### config.mk
export PLATFORM = sky130hd
export DESIGN_NAME = battery_gauge_filter
export DESIGN_NICKNAME = d
export VERILOG_FILES = /design/src/rtl/bgf_pkg.sv /design/src/rtl/bgf_ctrl.sv /design/src/rtl/bgf_datapath.sv /design/src/rtl/battery_gauge_filter.sv
export SDC_FILE = /design/constraint.sdc
export NUM_CORES = 2
export LEC_CHECK = 0
export ABC_AREA = 1
export BUFFER_PORTS_ARGS = -buffer_cell sky130_fd_sc_hd__buf_2
export CAP_MARGIN = 20
export CORE_MARGIN = 8
export CORE_UTILIZATION = 35
export DETAILED_ROUTE_END_ITERATION = 8
export GPL_TIMING_DRIVEN = 0
export PLACE_DENSITY = 0.54
export SLEW_MARGIN = 10
export SYNTH_ARGS = -nofsm -noshare
export SYNTH_HDL_FRONTEND = slang
export SYNTH_SLANG_ARGS = --single-unit
### constraint.sdc
create_clock -name clk_i -period 14.75 [get_ports clk_i]
set_input_delay 2.95 -clock clk_i [delete_from_list [all_inputs] [get_ports clk_i]]
set_output_delay 2.95 -clock clk_i [all_outputs]
set_load 0.01 [all_outputs]
### src/rtl/bgf_pkg.sv
// Package for the battery gauge filter: widths, reset values, control types
// and the elaboration-time builder for the LiPo charge curve.
// No dependencies.
`default_nettype none

package bgf_pkg;

  // default parameter values
  localparam int CURVE_TABLE_DEPTH_DEF = 256;
  localparam int FRACTION_BITS_DEF     = 8;

  // field and port widths
  localparam int WORD_W      = 16;
  localparam int PCT_W       = 7;
  localparam int MV_W        = 15;
  localparam int CUR_W       = 16;
  localparam int WEIGHT_W    = 16;
  localparam int S_DATA_W    = 32;
  localparam int M_DATA_W    = 40;
  localparam int M_USER_W    = 1;
  localparam int CFG_INDEX_W = 1;
  localparam int CFG_DATA_W  = 16;

  // register reset values (0.99 and 0.7 in Q16)
  localparam logic [WEIGHT_W-1:0] VSMOOTH_RST = 16'd64881;
  localparam logic [WEIGHT_W-1:0] CSMOOTH_RST = 16'd45875;

  // register indexes
  localparam logic [CFG_INDEX_W-1:0] REG_VOLTAGE_SMOOTHING = 1'b0;
  localparam logic [CFG_INDEX_W-1:0] REG_CURRENT_SMOOTHING = 1'b1;

  localparam logic [PCT_W-1:0] PCT_FULL = 7'd100;
  localparam int WEIGHT_ONE = 65536;
  localparam int ROUND_HALF = 32768;

  // controller states
  typedef enum logic [3:0] {
    ST_IDLE,
    ST_V_MUL0,
    ST_V_MUL1,
    ST_V_UPD,
    ST_I_MUL1,
    ST_I_UPD,
    ST_PCT_SETUP,
    ST_DIVIDE,
    ST_OUTPUT
  } bgf_state_e;

  // commands from controller to datapath
  typedef struct packed {
    logic load_in;
    logic mul_v_old;
    logic mul_v_new;
    logic upd_v;
    logic mul_i_old;
    logic mul_i_new;
    logic upd_i;
    logic pct_load;
    logic div_step;
    logic out_load;
  } bgf_cmd_t;

  // status from datapath to controller
  typedef struct packed {
    logic taken;
    logic out_free;
  } bgf_status_t;

  localparam logic [63:0] Q30_ONE = 64'd1 << 30;

  // restoring long division, only used while building the curve
  function automatic logic [63:0] bgf_div64(input logic [63:0] n, input logic [63:0] d);
    logic [64:0] r;
    logic [63:0] q;
    r = '0;
    q = '0;
    for (int i = 63; i >= 0; i--) begin
      r = {r[63:0], n[i]};
      if (r >= {1'b0, d}) begin
        r    = r - {1'b0, d};
        q[i] = 1'b1;
      end
    end
    return q;
  endfunction

  // e^-t in Q30: scale down by 64, short taylor series, square six times
  function automatic logic [63:0] bgf_exp_neg_q30(input logic [63:0] t);
    logic [63:0] z;
    logic [63:0] t2;
    logic [63:0] t3;
    logic [63:0] t4;
    logic [63:0] e;
    z  = t >> 6;
    t2 = ((z * z) >> 30) >> 1;
    t3 = bgf_div64((t2 * z) >> 30, 64'd3);
    t4 = ((t3 * z) >> 30) >> 2;
    e  = Q30_ONE + t2 + t4 - z - t3;
    for (int k = 0; k < 6; k++) begin
      e = (e * e + (Q30_ONE >> 1)) >> 30;
    end
    return e;
  endfunction

  // logistic of num/den in Q30
  function automatic logic [63:0] bgf_logistic_q30(input logic signed [63:0] num,
                                                   input logic [63:0] den);
    logic [63:0] mag;
    logic [63:0] e;
    mag = (num < 0) ? 64'(-num) : 64'(num);
    e   = bgf_exp_neg_q30(bgf_div64(mag << 30, den));
    if (num >= 0) begin
      return bgf_div64(Q30_ONE << 30, Q30_ONE + e);
    end
    return bgf_div64(e << 30, Q30_ONE + e);
  endfunction

  // curve entry: logistic at segment midpoint, rescaled to 0..100
  function automatic logic [PCT_W-1:0] bgf_curve_entry(input int idx, input int depth);
    logic [63:0] s0;
    logic [63:0] s1;
    logic [63:0] d;
    logic [63:0] s;
    logic [63:0] p;
    logic signed [63:0] n;
    s0 = bgf_logistic_q30(-64'sd28, 64'd5);
    s1 = bgf_logistic_q30(64'sd12, 64'd5);
    d  = (s1 > s0) ? s1 - s0 : 64'd0;
    n  = 64'sd20 * (2 * 64'(idx) + 64'sd1) - 64'sd28 * 64'(depth);
    s  = bgf_logistic_q30(n, 64'd5 * 64'(depth));
    p  = '0;
    if ((d != 0) && (s > s0)) begin
      p = bgf_div64(64'd200 * (s - s0) + d, 64'd2 * d);
    end
    return (p > 64'd100) ? PCT_FULL : p[PCT_W-1:0];
  endfunction

endpackage

`default_nettype wire

### src/rtl/bgf_ctrl.sv
// Controller of the battery gauge filter: sequences the shared multiplier,
// the average updates, the percent divider and the output load.
// Depends on bgf_pkg.
`default_nettype none

module bgf_ctrl (
  input  wire                  clk_i,
  input  wire                  rst_ni,
  input  wire                  in_valid_i,
  output logic                 in_ready_o,
  input  bgf_pkg::bgf_status_t status_i,
  output bgf_pkg::bgf_cmd_t    cmd_o
);
  import bgf_pkg::*;

  bgf_state_e state_q, state_d;

  // state register
  always_ff @(posedge clk_i or negedge rst_ni) begin
    if (!rst_ni) begin
      state_q <= ST_IDLE;
    end else begin
      state_q <= state_d;
    end
  end

  // next state
  always_comb begin
    state_d = state_q;
    case (state_q)
      ST_IDLE: begin
        if (in_valid_i) state_d = ST_V_MUL0;
      end
      ST_V_MUL0: begin
        state_d = status_i.taken ? ST_V_MUL1 : ST_PCT_SETUP;
      end
      ST_V_MUL1:    state_d = ST_V_UPD;
      ST_V_UPD:     state_d = ST_I_MUL1;
      ST_I_MUL1:    state_d = ST_I_UPD;
      ST_I_UPD:     state_d = ST_PCT_SETUP;
      ST_PCT_SETUP: state_d = ST_DIVIDE;
      ST_DIVIDE:    state_d = ST_OUTPUT;
      ST_OUTPUT: begin
        if (status_i.out_free) state_d = ST_IDLE;
      end
      default:      state_d = ST_IDLE;
    endcase
  end

  // outputs
  always_comb begin
    cmd_o      = '0;
    in_ready_o = 1'b0;
    case (state_q)
      ST_IDLE: begin
        in_ready_o    = 1'b1;
        cmd_o.load_in = in_valid_i;
      end
      ST_V_MUL0: begin
        cmd_o.mul_v_old = status_i.taken;
      end
      ST_V_MUL1: begin
        cmd_o.mul_v_new = 1'b1;
      end
      ST_V_UPD: begin
        cmd_o.upd_v     = 1'b1;
        cmd_o.mul_i_old = 1'b1;
      end
      ST_I_MUL1: begin
        cmd_o.mul_i_new = 1'b1;
      end
      ST_I_UPD: begin
        cmd_o.upd_i = 1'b1;
      end
      ST_PCT_SETUP: begin
        cmd_o.pct_load = 1'b1;
      end
      ST_DIVIDE: begin
        cmd_o.div_step = 1'b1;
      end
      ST_OUTPUT: begin
        cmd_o.out_load = status_i.out_free;
      end
      default: begin
        cmd_o = '0;
      end
    endcase
  end

endmodule

`default_nettype wire

### src/rtl/bgf_datapath.sv
// Datapath of the battery gauge filter: smoothing registers, averages, shared
// multiplier, reciprocal percent divider, curve ROM and output register.
// Depends on bgf_pkg.
`default_nettype none

module bgf_datapath #(
  parameter int CURVE_TABLE_DEPTH = bgf_pkg::CURVE_TABLE_DEPTH_DEF,
  parameter int FRACTION_BITS     = bgf_pkg::FRACTION_BITS_DEF
) (
  input  wire                                clk_i,
  input  wire                                rst_ni,
  input  bgf_pkg::bgf_cmd_t                  cmd_i,
  output bgf_pkg::bgf_status_t               status_o,
  input  wire  [bgf_pkg::WORD_W-1:0]         bus_word_i,
  input  wire  [bgf_pkg::WORD_W-1:0]         shunt_word_i,
  input  wire                                cfg_we_i,
  input  wire  [bgf_pkg::CFG_INDEX_W-1:0]    cfg_index_i,
  input  wire  [bgf_pkg::CFG_DATA_W-1:0]     cfg_data_i,
  output logic                               out_valid_o,
  input  wire                                out_ready_i,
  output logic                               sample_taken_o,
  output logic [bgf_pkg::PCT_W-1:0]          charge_percent_o,
  output logic [bgf_pkg::MV_W-1:0]           pack_millivolts_o,
  output logic signed [bgf_pkg::CUR_W-1:0]   pack_current_o
);
  import bgf_pkg::*;

  localparam int VW   = MV_W + FRACTION_BITS;
  localparam int CW   = CUR_W + FRACTION_BITS;
  localparam int MBW  = WEIGHT_W + 2;
  localparam int PW   = CW + MBW;
  localparam int SW   = PW + 1;
  localparam int IDXW = $clog2(CURVE_TABLE_DEPTH);
  localparam int QW   = (IDXW > PCT_W) ? IDXW : PCT_W;
  localparam int QXW  = QW + 1;
  localparam longint unsigned SC     = 64'd1 << FRACTION_BITS;
  // linear range: (200x + 6000S) / 12000S reduces to (x + 30S) / 60S
  localparam longint unsigned D_LIN  = 60 * SC;
  localparam longint unsigned D_LIPO = 3600 * SC;

  // quotient by reciprocal: m = floor(2^(N+l)/d) + 1, q = (n*m) >> (N+l)
  localparam int NW     = $clog2(D_LIPO * CURVE_TABLE_DEPTH);
  localparam int K_LIN  = NW + $clog2(D_LIN);
  localparam int K_LIPO = NW + $clog2(D_LIPO);
  localparam int RCW    = NW + 2;
  localparam int PRW    = NW + RCW;
  localparam logic [127:0] R_LIN  = ((128'd1 << K_LIN) / 128'(D_LIN)) + 128'd1;
  localparam logic [127:0] R_LIPO = ((128'd1 << K_LIPO) / 128'(D_LIPO)) + 128'd1;

  localparam logic [VW-1:0] V_9K   = VW'(9000 * SC);
  localparam logic [VW-1:0] V_12K6 = VW'(12600 * SC);
  localparam logic [VW-1:0] V_15K  = VW'(15000 * SC);
  localparam logic [VW-1:0] V_19K  = VW'(19000 * SC);
  localparam logic [VW-1:0] V_25K  = VW'(25000 * SC);

  // curve ROM, built at elaboration
  logic [PCT_W-1:0] curve_rom [CURVE_TABLE_DEPTH];
  for (genvar g = 0; g < CURVE_TABLE_DEPTH; g++) begin : g_curve
    localparam logic [PCT_W-1:0] ENTRY = bgf_curve_entry(g, CURVE_TABLE_DEPTH);
    assign curve_rom[g] = ENTRY;
  end

  // configuration registers
  logic [WEIGHT_W-1:0] vs_q, cs_q;
  always_ff @(posedge clk_i or negedge rst_ni) begin
    if (!rst_ni) begin
      vs_q <= VSMOOTH_RST;
      cs_q <= CSMOOTH_RST;
    end else if (cfg_we_i) begin
      case (cfg_index_i)
        REG_VOLTAGE_SMOOTHING: vs_q <= cfg_data_i;
        REG_CURRENT_SMOOTHING: cs_q <= cfg_data_i;
        default: ;
      endcase
    end
  end

  // captured input words
  logic [WORD_W-1:0]        bus_q;
  logic signed [WORD_W-1:0] shunt_q;
  always_ff @(posedge clk_i) begin
    if (cmd_i.load_in) begin
      bus_q   <= bus_word_i;
      shunt_q <= $signed(shunt_word_i);
    end
  end

  logic              taken;
  logic [MV_W-1:0]   mv;
  logic [VW-1:0]     nv;
  logic signed [CW-1:0] na;
  assign taken = |bus_q[WORD_W-1:3];
  assign mv    = {bus_q[WORD_W-1:3], 2'b00};
  assign nv    = VW'(mv) << FRACTION_BITS;
  assign na    = CW'(shunt_q) <<< FRACTION_BITS;

  // averages and first-sample flag
  logic [VW-1:0]        va_q;
  logic signed [CW-1:0] ca_q;
  logic                 started_q;

  // shared multiplier with registered product
  logic signed [CW-1:0]  mul_a;
  logic signed [MBW-1:0] mul_b;
  logic signed [PW-1:0]  prod_q;
  logic signed [SW-1:0]  acc_q;
  logic signed [SW-1:0]  sum;
  logic signed [MBW-1:0] vw_old, vw_new, cw_old, cw_new;

  assign vw_old = $signed({2'b00, vs_q});
  assign vw_new = $signed(MBW'(WEIGHT_ONE) - {2'b00, vs_q});
  assign cw_old = $signed({2'b00, cs_q});
  assign cw_new = $signed(MBW'(WEIGHT_ONE) - {2'b00, cs_q});

  always_comb begin
    mul_a = '0;
    mul_b = '0;
    if (cmd_i.mul_v_old) begin
      mul_a = $signed({1'b0, va_q});
      mul_b = vw_old;
    end else if (cmd_i.mul_v_new) begin
      mul_a = $signed({1'b0, nv});
      mul_b = vw_new;
    end else if (cmd_i.mul_i_old) begin
      mul_a = ca_q;
      mul_b = cw_old;
    end else if (cmd_i.mul_i_new) begin
      mul_a = na;
      mul_b = cw_new;
    end
  end

  always_ff @(posedge clk_i) begin
    prod_q <= mul_a * mul_b;
    if (cmd_i.mul_v_new || cmd_i.mul_i_new) begin
      acc_q <= SW'(prod_q);
    end
  end

  // old*w + new*(1-w), rounded, then scaled back by 2^16
  assign sum = acc_q + SW'(prod_q) + SW'(ROUND_HALF);

  always_ff @(posedge clk_i or negedge rst_ni) begin
    if (!rst_ni) begin
      va_q      <= '0;
      ca_q      <= '0;
      started_q <= 1'b0;
    end else begin
      if (cmd_i.upd_v) begin
        va_q <= (va_q == '0) ? nv : sum[16 +: VW];
      end
      if (cmd_i.upd_i) begin
        ca_q      <= started_q ? $signed(sum[16 +: CW]) : na;
        started_q <= 1'b1;
      end
    end
  end

  // percent setup: range select, clamps and quotient numerator
  logic           lin_q, direct_q, dhi_q;
  logic           lin, direct, dhi;
  logic [VW-1:0]  x_lin, x_lipo;
  logic [NW-1:0]  num, num_q;
  logic [RCW-1:0] recip;
  logic [PRW-1:0] quot_prod;
  logic [QW-1:0]  q_q;

  assign x_lin  = va_q - V_19K;
  assign x_lipo = va_q - V_9K;

  always_comb begin
    lin    = va_q > V_15K;
    direct = 1'b0;
    dhi    = 1'b0;
    if (lin) begin
      if (va_q <= V_19K) begin
        direct = 1'b1;
      end else if (va_q >= V_25K) begin
        direct = 1'b1;
        dhi    = 1'b1;
      end
      num = NW'(x_lin) + NW'(30 * SC);
    end else begin
      if (va_q <= V_9K) begin
        direct = 1'b1;
      end else if (va_q >= V_12K6) begin
        direct = 1'b1;
        dhi    = 1'b1;
      end
      num = NW'(x_lipo) * NW'(CURVE_TABLE_DEPTH);
    end
  end

  // quotient as one multiply by the constant reciprocal of the range divisor
  assign recip     = lin_q ? RCW'(R_LIN) : RCW'(R_LIPO);
  assign quot_prod = PRW'(num_q) * PRW'(recip);

  always_ff @(posedge clk_i) begin
    if (cmd_i.pct_load) begin
      lin_q    <= lin;
      direct_q <= direct;
      dhi_q    <= dhi;
      num_q    <= num;
    end
    if (cmd_i.div_step) begin
      q_q <= lin_q ? QW'(quot_prod >> K_LIN) : QW'(quot_prod >> K_LIPO);
    end
  end

  // final percent from quotient or curve
  logic [IDXW-1:0]  idx;
  logic [PCT_W-1:0] pct;
  always_comb begin
    idx = ({1'b0, q_q} >= QXW'(CURVE_TABLE_DEPTH)) ? IDXW'(CURVE_TABLE_DEPTH - 1)
                                                  : q_q[IDXW-1:0];
    if (direct_q) begin
      pct = dhi_q ? PCT_FULL : '0;
    end else if (lin_q) begin
      pct = (q_q > QW'(PCT_FULL)) ? PCT_FULL : q_q[PCT_W-1:0];
    end else begin
      pct = curve_rom[idx];
    end
  end

  // output register
  logic out_valid_q;
  always_ff @(posedge clk_i or negedge rst_ni) begin
    if (!rst_ni) begin
      out_valid_q <= 1'b0;
    end else if (cmd_i.out_load) begin
      out_valid_q <= 1'b1;
    end else if (out_ready_i) begin
      out_valid_q <= 1'b0;
    end
  end

  always_ff @(posedge clk_i) begin
    if (cmd_i.out_load) begin
      sample_taken_o    <= taken;
      charge_percent_o  <= pct;
      pack_millivolts_o <= va_q[FRACTION_BITS +: MV_W];
      pack_current_o    <= $signed(ca_q[FRACTION_BITS +: CUR_W]);
    end
  end

  assign out_valid_o       = out_valid_q;
  assign status_o.taken    = taken;
  assign status_o.out_free = !out_valid_q || out_ready_i;

endmodule

`default_nettype wire

### src/rtl/battery_gauge_filter.sv
// Battery gauge filter top level: joins the controller and the datapath.
// Depends on bgf_pkg, bgf_ctrl and bgf_datapath.
//
// Usage:
//   s_axis carries one sample per transaction: bus voltage word and shunt word.
//   m_axis returns one result per sample: sample_taken flag in tuser, and
//   charge percent, filtered millivolts and filtered current in tdata.
//   cfg_we_i writes a smoothing weight (index 0 voltage, 1 current) at once.
// Timing:
//   One sample is processed at a time. A taken sample runs the voltage and
//   current average updates, then percent setup, divide and output load; a
//   dropped one skips the updates. The four multiplies share one registered
//   multiplier and the percent quotient comes from one reciprocal multiply.
//   The next sample is accepted in the cycle after the result is loaded into
//   the output register.
// Reset:
//   Averages clear to zero (percent reads 0), weights return to 0.99 and 0.7.
// Stall:
//   While m_axis_tready_i is low the result holds in the output register; a
//   new sample may still be accepted and processed, then waits for the slot.
`default_nettype none

module battery_gauge_filter #(
  parameter int CURVE_TABLE_DEPTH = bgf_pkg::CURVE_TABLE_DEPTH_DEF,
  parameter int FRACTION_BITS     = bgf_pkg::FRACTION_BITS_DEF
) (
  input  wire                             clk_i,
  input  wire                             rst_ni,
  // s_axis_tdata_i: bus_word [15:0], shunt_word [31:16]
  input  wire                             s_axis_tvalid_i,
  output logic                            s_axis_tready_o,
  input  wire  [bgf_pkg::S_DATA_W-1:0]    s_axis_tdata_i,
  // m_axis_tdata_o: charge_percent [6:0], pack_millivolts [21:7],
  //   pack_current [37:22], zero [39:38]
  output logic                            m_axis_tvalid_o,
  input  wire                             m_axis_tready_i,
  output logic [bgf_pkg::M_DATA_W-1:0]    m_axis_tdata_o,
  // m_axis_tuser_o: sample_taken [0]
  output logic [bgf_pkg::M_USER_W-1:0]    m_axis_tuser_o,
  input  wire                             cfg_we_i,
  input  wire  [bgf_pkg::CFG_INDEX_W-1:0] cfg_index_i,
  input  wire  [bgf_pkg::CFG_DATA_W-1:0]  cfg_data_i
);
  import bgf_pkg::*;

  bgf_cmd_t    cmd;
  bgf_status_t status;

  logic                    sample_taken;
  logic [PCT_W-1:0]        charge_percent;
  logic [MV_W-1:0]         pack_millivolts;
  logic signed [CUR_W-1:0] pack_current;

  bgf_ctrl u_ctrl (
    .clk_i      (clk_i),
    .rst_ni     (rst_ni),
    .in_valid_i (s_axis_tvalid_i),
    .in_ready_o (s_axis_tready_o),
    .status_i   (status),
    .cmd_o      (cmd)
  );

  bgf_datapath #(
    .CURVE_TABLE_DEPTH (CURVE_TABLE_DEPTH),
    .FRACTION_BITS     (FRACTION_BITS)
  ) u_datapath (
    .clk_i             (clk_i),
    .rst_ni            (rst_ni),
    .cmd_i             (cmd),
    .status_o          (status),
    .bus_word_i        (s_axis_tdata_i[WORD_W-1:0]),
    .shunt_word_i      (s_axis_tdata_i[2*WORD_W-1:WORD_W]),
    .cfg_we_i          (cfg_we_i),
    .cfg_index_i       (cfg_index_i),
    .cfg_data_i        (cfg_data_i),
    .out_valid_o       (m_axis_tvalid_o),
    .out_ready_i       (m_axis_tready_i),
    .sample_taken_o    (sample_taken),
    .charge_percent_o  (charge_percent),
    .pack_millivolts_o (pack_millivolts),
    .pack_current_o    (pack_current)
  );

  // pack result fields
  assign m_axis_tdata_o = {2'b00, pack_current, pack_millivolts, charge_percent};
  assign m_axis_tuser_o = sample_taken;

endmodule

`default_nettype wire

==> impl_metrics.py <==
metrics = {
    "die": {
        "design.core.area_um2": 135000,
        "die_area_um2": 148000,
        "die_w_um": 384,
        "floorplan.initialDensity_pct": 35.1,
        "ios": 97,
        "rows": 135,
        "die_h_um": 384,
    },
    "cts": {
        "cts_setup_buffers": 0,
        "cts.clk_slew.worst_paths_ps": 70,
        "ctsResizeCount": 0,
        "cts_tree": "built",
        "clockBufferDepth": 3,
        "clkLatencyLatePin_ps": 590,
        "cts_root_buf": "clkbuf_16",
        "clkSinkCount": 272,
        "cts_hold_buffers": 0,
        "cts_buffers": 34,
        "htreeDepth": 2,
    },
    "cells_and_area": {
        "nets": 7353,
        "multi_input_area_um2": 34200,
        "post-route-util_pct": 38.4,
        "area_growth_pct": 9.14,
        "seqCellArea_um2": 7370,
        "drive_gt1_share_pct": 5.89,
        "fin_cells": 7841,
        "fill_cells": 14200,
    },
    "logic_synthesis": {
        "ys_seq_area_share_pct": 15.5,
        "synth-main-ff-cell": "edfxtp_1",
        "synthTopCellsByArea": "fa_1 (33%), ha_1 (13%), inv_1 (11%), edfxtp_1 (9.3%), nand2_1 (9.2%)",
        "synthCells": 5805,
        "synth.top_cell.area_share_pct": 32.6,
        "synth_top_area_cell": "fa_1",
        "synth_edf_count": 147,
        "syn_area_per_cell_um2": 8.18,
        "ys_ff_latch": 272,
        "ys_warn_count": 0,
        "yosysUniqueCellTypes": 65,
        "synthArstFlopShare_pct": 31.3,
        "syn_area_um2": 47500,
    },
    "routing": {
        "drt-wirelength-per-cell_um": 21.5,
        "m1WireLength_mm": 69.1,
        "wirelength_mm": 169,
        "drtAntennaViolNets": 0,
        "dr_wl_met2_mm": 81.4,
        "drt_iter0_drc": 2646,
        "highest-signal-layer": "met4",
        "vias": 38700,
        "firstDrtPassIters": 5,
        "viasPerCell": 4.93,
        "wl_met3_mm": 10.5,
        "drc_errors": 0,
    },
    "global_route": {
        "grt_max_degree": 57,
        "track_usage_pct": 23.0,
        "overflow": 0,
        "first_global_vias": 40300,
        "grt_pass1_wl_mm": 254,
        "antenna_found_initial": 7,
    },
    "worst_hold_path": {
        "hp-class": "reg2reg",
    },
    "sta": {
        "worstMarginPinSlew_ps": 1200,
        "finalCriticalPeriod_ps": 8750,
        "slew_headroom_pct": 19.9,
        "fmax_ghz": 0.114,
        "finalSetupTns_ps": 0,
        "hold_viol": 0,
        "fin_crit_sh_pct": 59.3,
        "finalSetupViolCount": 0,
        "skew_ps": 34.3,
        "rsz0062_at_grt": "no",
        "drv_slew": 0,
    },
    "setup_path": {
        "critical_path_arrival_ps": 9150,
        "crit_type": "reg2reg",
        "critPathCaptureType": "flop",
        "cp-start-kind": "flop",
        "worstPathMaxFanout": 10,
        "cp.required_ps": 15150,
    },
    "placement": {
        "io_buffers": 91,
        "place_hpwl_mm": 149,
        "gp_congestion": 0.971,
        "placed_cells": 7775,
    },
    "status": {
        "status": "complete, no violations",
    },
    "run": {
        "cap_violations": 0,
    },
}
per-layer routing:
| layer | up-vias | global-route usage (%) |
|---|---|---|
| li1 | 18000 | - |
| met1 | 19200 | 29.2 |
| met2 | 1186 | 39.6 |
| met3 | 266 | 3.35 |
| met4 | 0 | 8.53 |
| met5 | - | 0 |
critical path, stage by stage, from the launching register on:
cell and delay, ps:
edfxtp_1 600, nor4_2 370, nand4_2 350, nand2_4 280, buf_6 220, o211ai_2 110, o21ai_2 360, inv_2 290
nand2_1 190, fa_1 470, fa_1 520, inv_1 310, fa_1 510, fa_1 530, fa_1 500, inv_1 50
fa_1 480, inv_1 40, ha_1 430, a21oi_1 280, a21boi_0 310, o21ai_0 160, a21oi_1 220, nand2_1 70
nor2_1 570, inv_1 80, nand2_1 90, nand2_1 150
sequential cells by signal, indices dropped and copies added, names as in the netlist, 16 cells and up:
signal                     cells
u_datapath.vs_q               16
u_datapath.shunt_q            16
u_datapath.num_q              28
u_datapath.ca_q               24
u_datapath.cs_q               16
u_datapath.prod_q             40
u_datapath.va_q               23
u_datapath.acc_q              40
u_datapath.pack_current_o     16
area by class of cell:
class,instances,area share [%]
Inverter,1477,10.7
Tap cell,1781,4.30
Antenna cell,2,0.00966
Clock buffer,49,1.85
Sequential cell,272,14.2
Multi-Input combinational cell,4024,66.0
Clock inverter,13,0.314
Buffer,124,1.39
Timing Repair Buffer,99,1.21
stage by stage:
step / area [µm²] / setup slack (ps) / hold slack, ps
3_3_place_gp: 50500 / 5960 / 422
6_report: 51800 / 6000 / 438
3_5_place_dp: 50700 / 6020 / 418
5_1_grt: 51800 / 5700 / 451
4_1_cts: 51800 / 5990 / 433
2_1_floorplan: 47800 / 8350 / 408
cell usage after synthesis (19+ instances only):
| master | count |
|---|---|
| inv_1 | 1444 |
| nand2_1 | 1167 |
| fa_1 | 774 |
| ha_1 | 493 |
| nor2_1 | 459 |
| o21ai_0 | 250 |
| a21oi_1 | 218 |
| nand3_1 | 206 |
| edfxtp_1 | 147 |
| dfrtp_1 | 65 |
| nand4_1 | 49 |
| buf_2 | 44 |
| nor3_1 | 42 |
| dfxtp_1 | 40 |
| clkbuf_1 | 38 |
| xor2_1 | 37 |
| inv_2 | 30 |
| nand3b_1 | 22 |
| o21bai_1 | 21 |
| dfstp_2 | 20 |
| buf_4 | 19 |
| o211ai_1 | 19 |
path summary, 6_finish.rpt:
check                           cells after the start                      to  slack (ps)                   from
worst min register to register                      0    u_datapath.acc_q[39]         440  u_datapath.prod_q[39]
worst max register to register                     27   u_datapath.prod_q[39]        6000    u_datapath.bus_q[6]
worst min-delay path                                0    u_datapath.acc_q[39]         440  u_datapath.prod_q[39]
worst max-delay path                               27   u_datapath.prod_q[39]        6000    u_datapath.bus_q[6]
max in group asynchronous                           2     u_datapath.ca_q[14]       11780                 rst_ni
min in group asynchronous                           1  u_datapath.out_valid_o        2290                 rst_ni
cells by family after synthesis:
group                      synth area share (%)
adders and majority gates                  45.6
xor gates and xnor gates                  0.941
and+or+nand+nor                            17.4
buffers and inverters                      13.2
other                                    0.0158
AOI/OAI and AO/OA                          7.33
DFF                                        15.5
layout by cell type (no fill, tap or decap), types with 49 or more instances in the layout:
| cell type | Yosys | final |
|---|---|---|
| fa_1 | 774 | 774 |
| nor2_1 | 459 | 457 |
| dfrtp_1 | 65 | 65 |
| ha_1 | 493 | 493 |
| o21ai_0 | 250 | 250 |
| edfxtp_1 | 147 | 147 |
| nand2_1 | 1167 | 1166 |
| nand4_1 | 49 | 49 |
| conb_1 | 2 | 94 |
| inv_1 | 1444 | 1444 |
| buf_2 | 44 | 134 |
| nand3_1 | 206 | 206 |
| a21oi_1 | 218 | 218 |
Power is not shown: default switching activity piles up to over one toggle a cycle in this logic, so the estimate is an artifact.
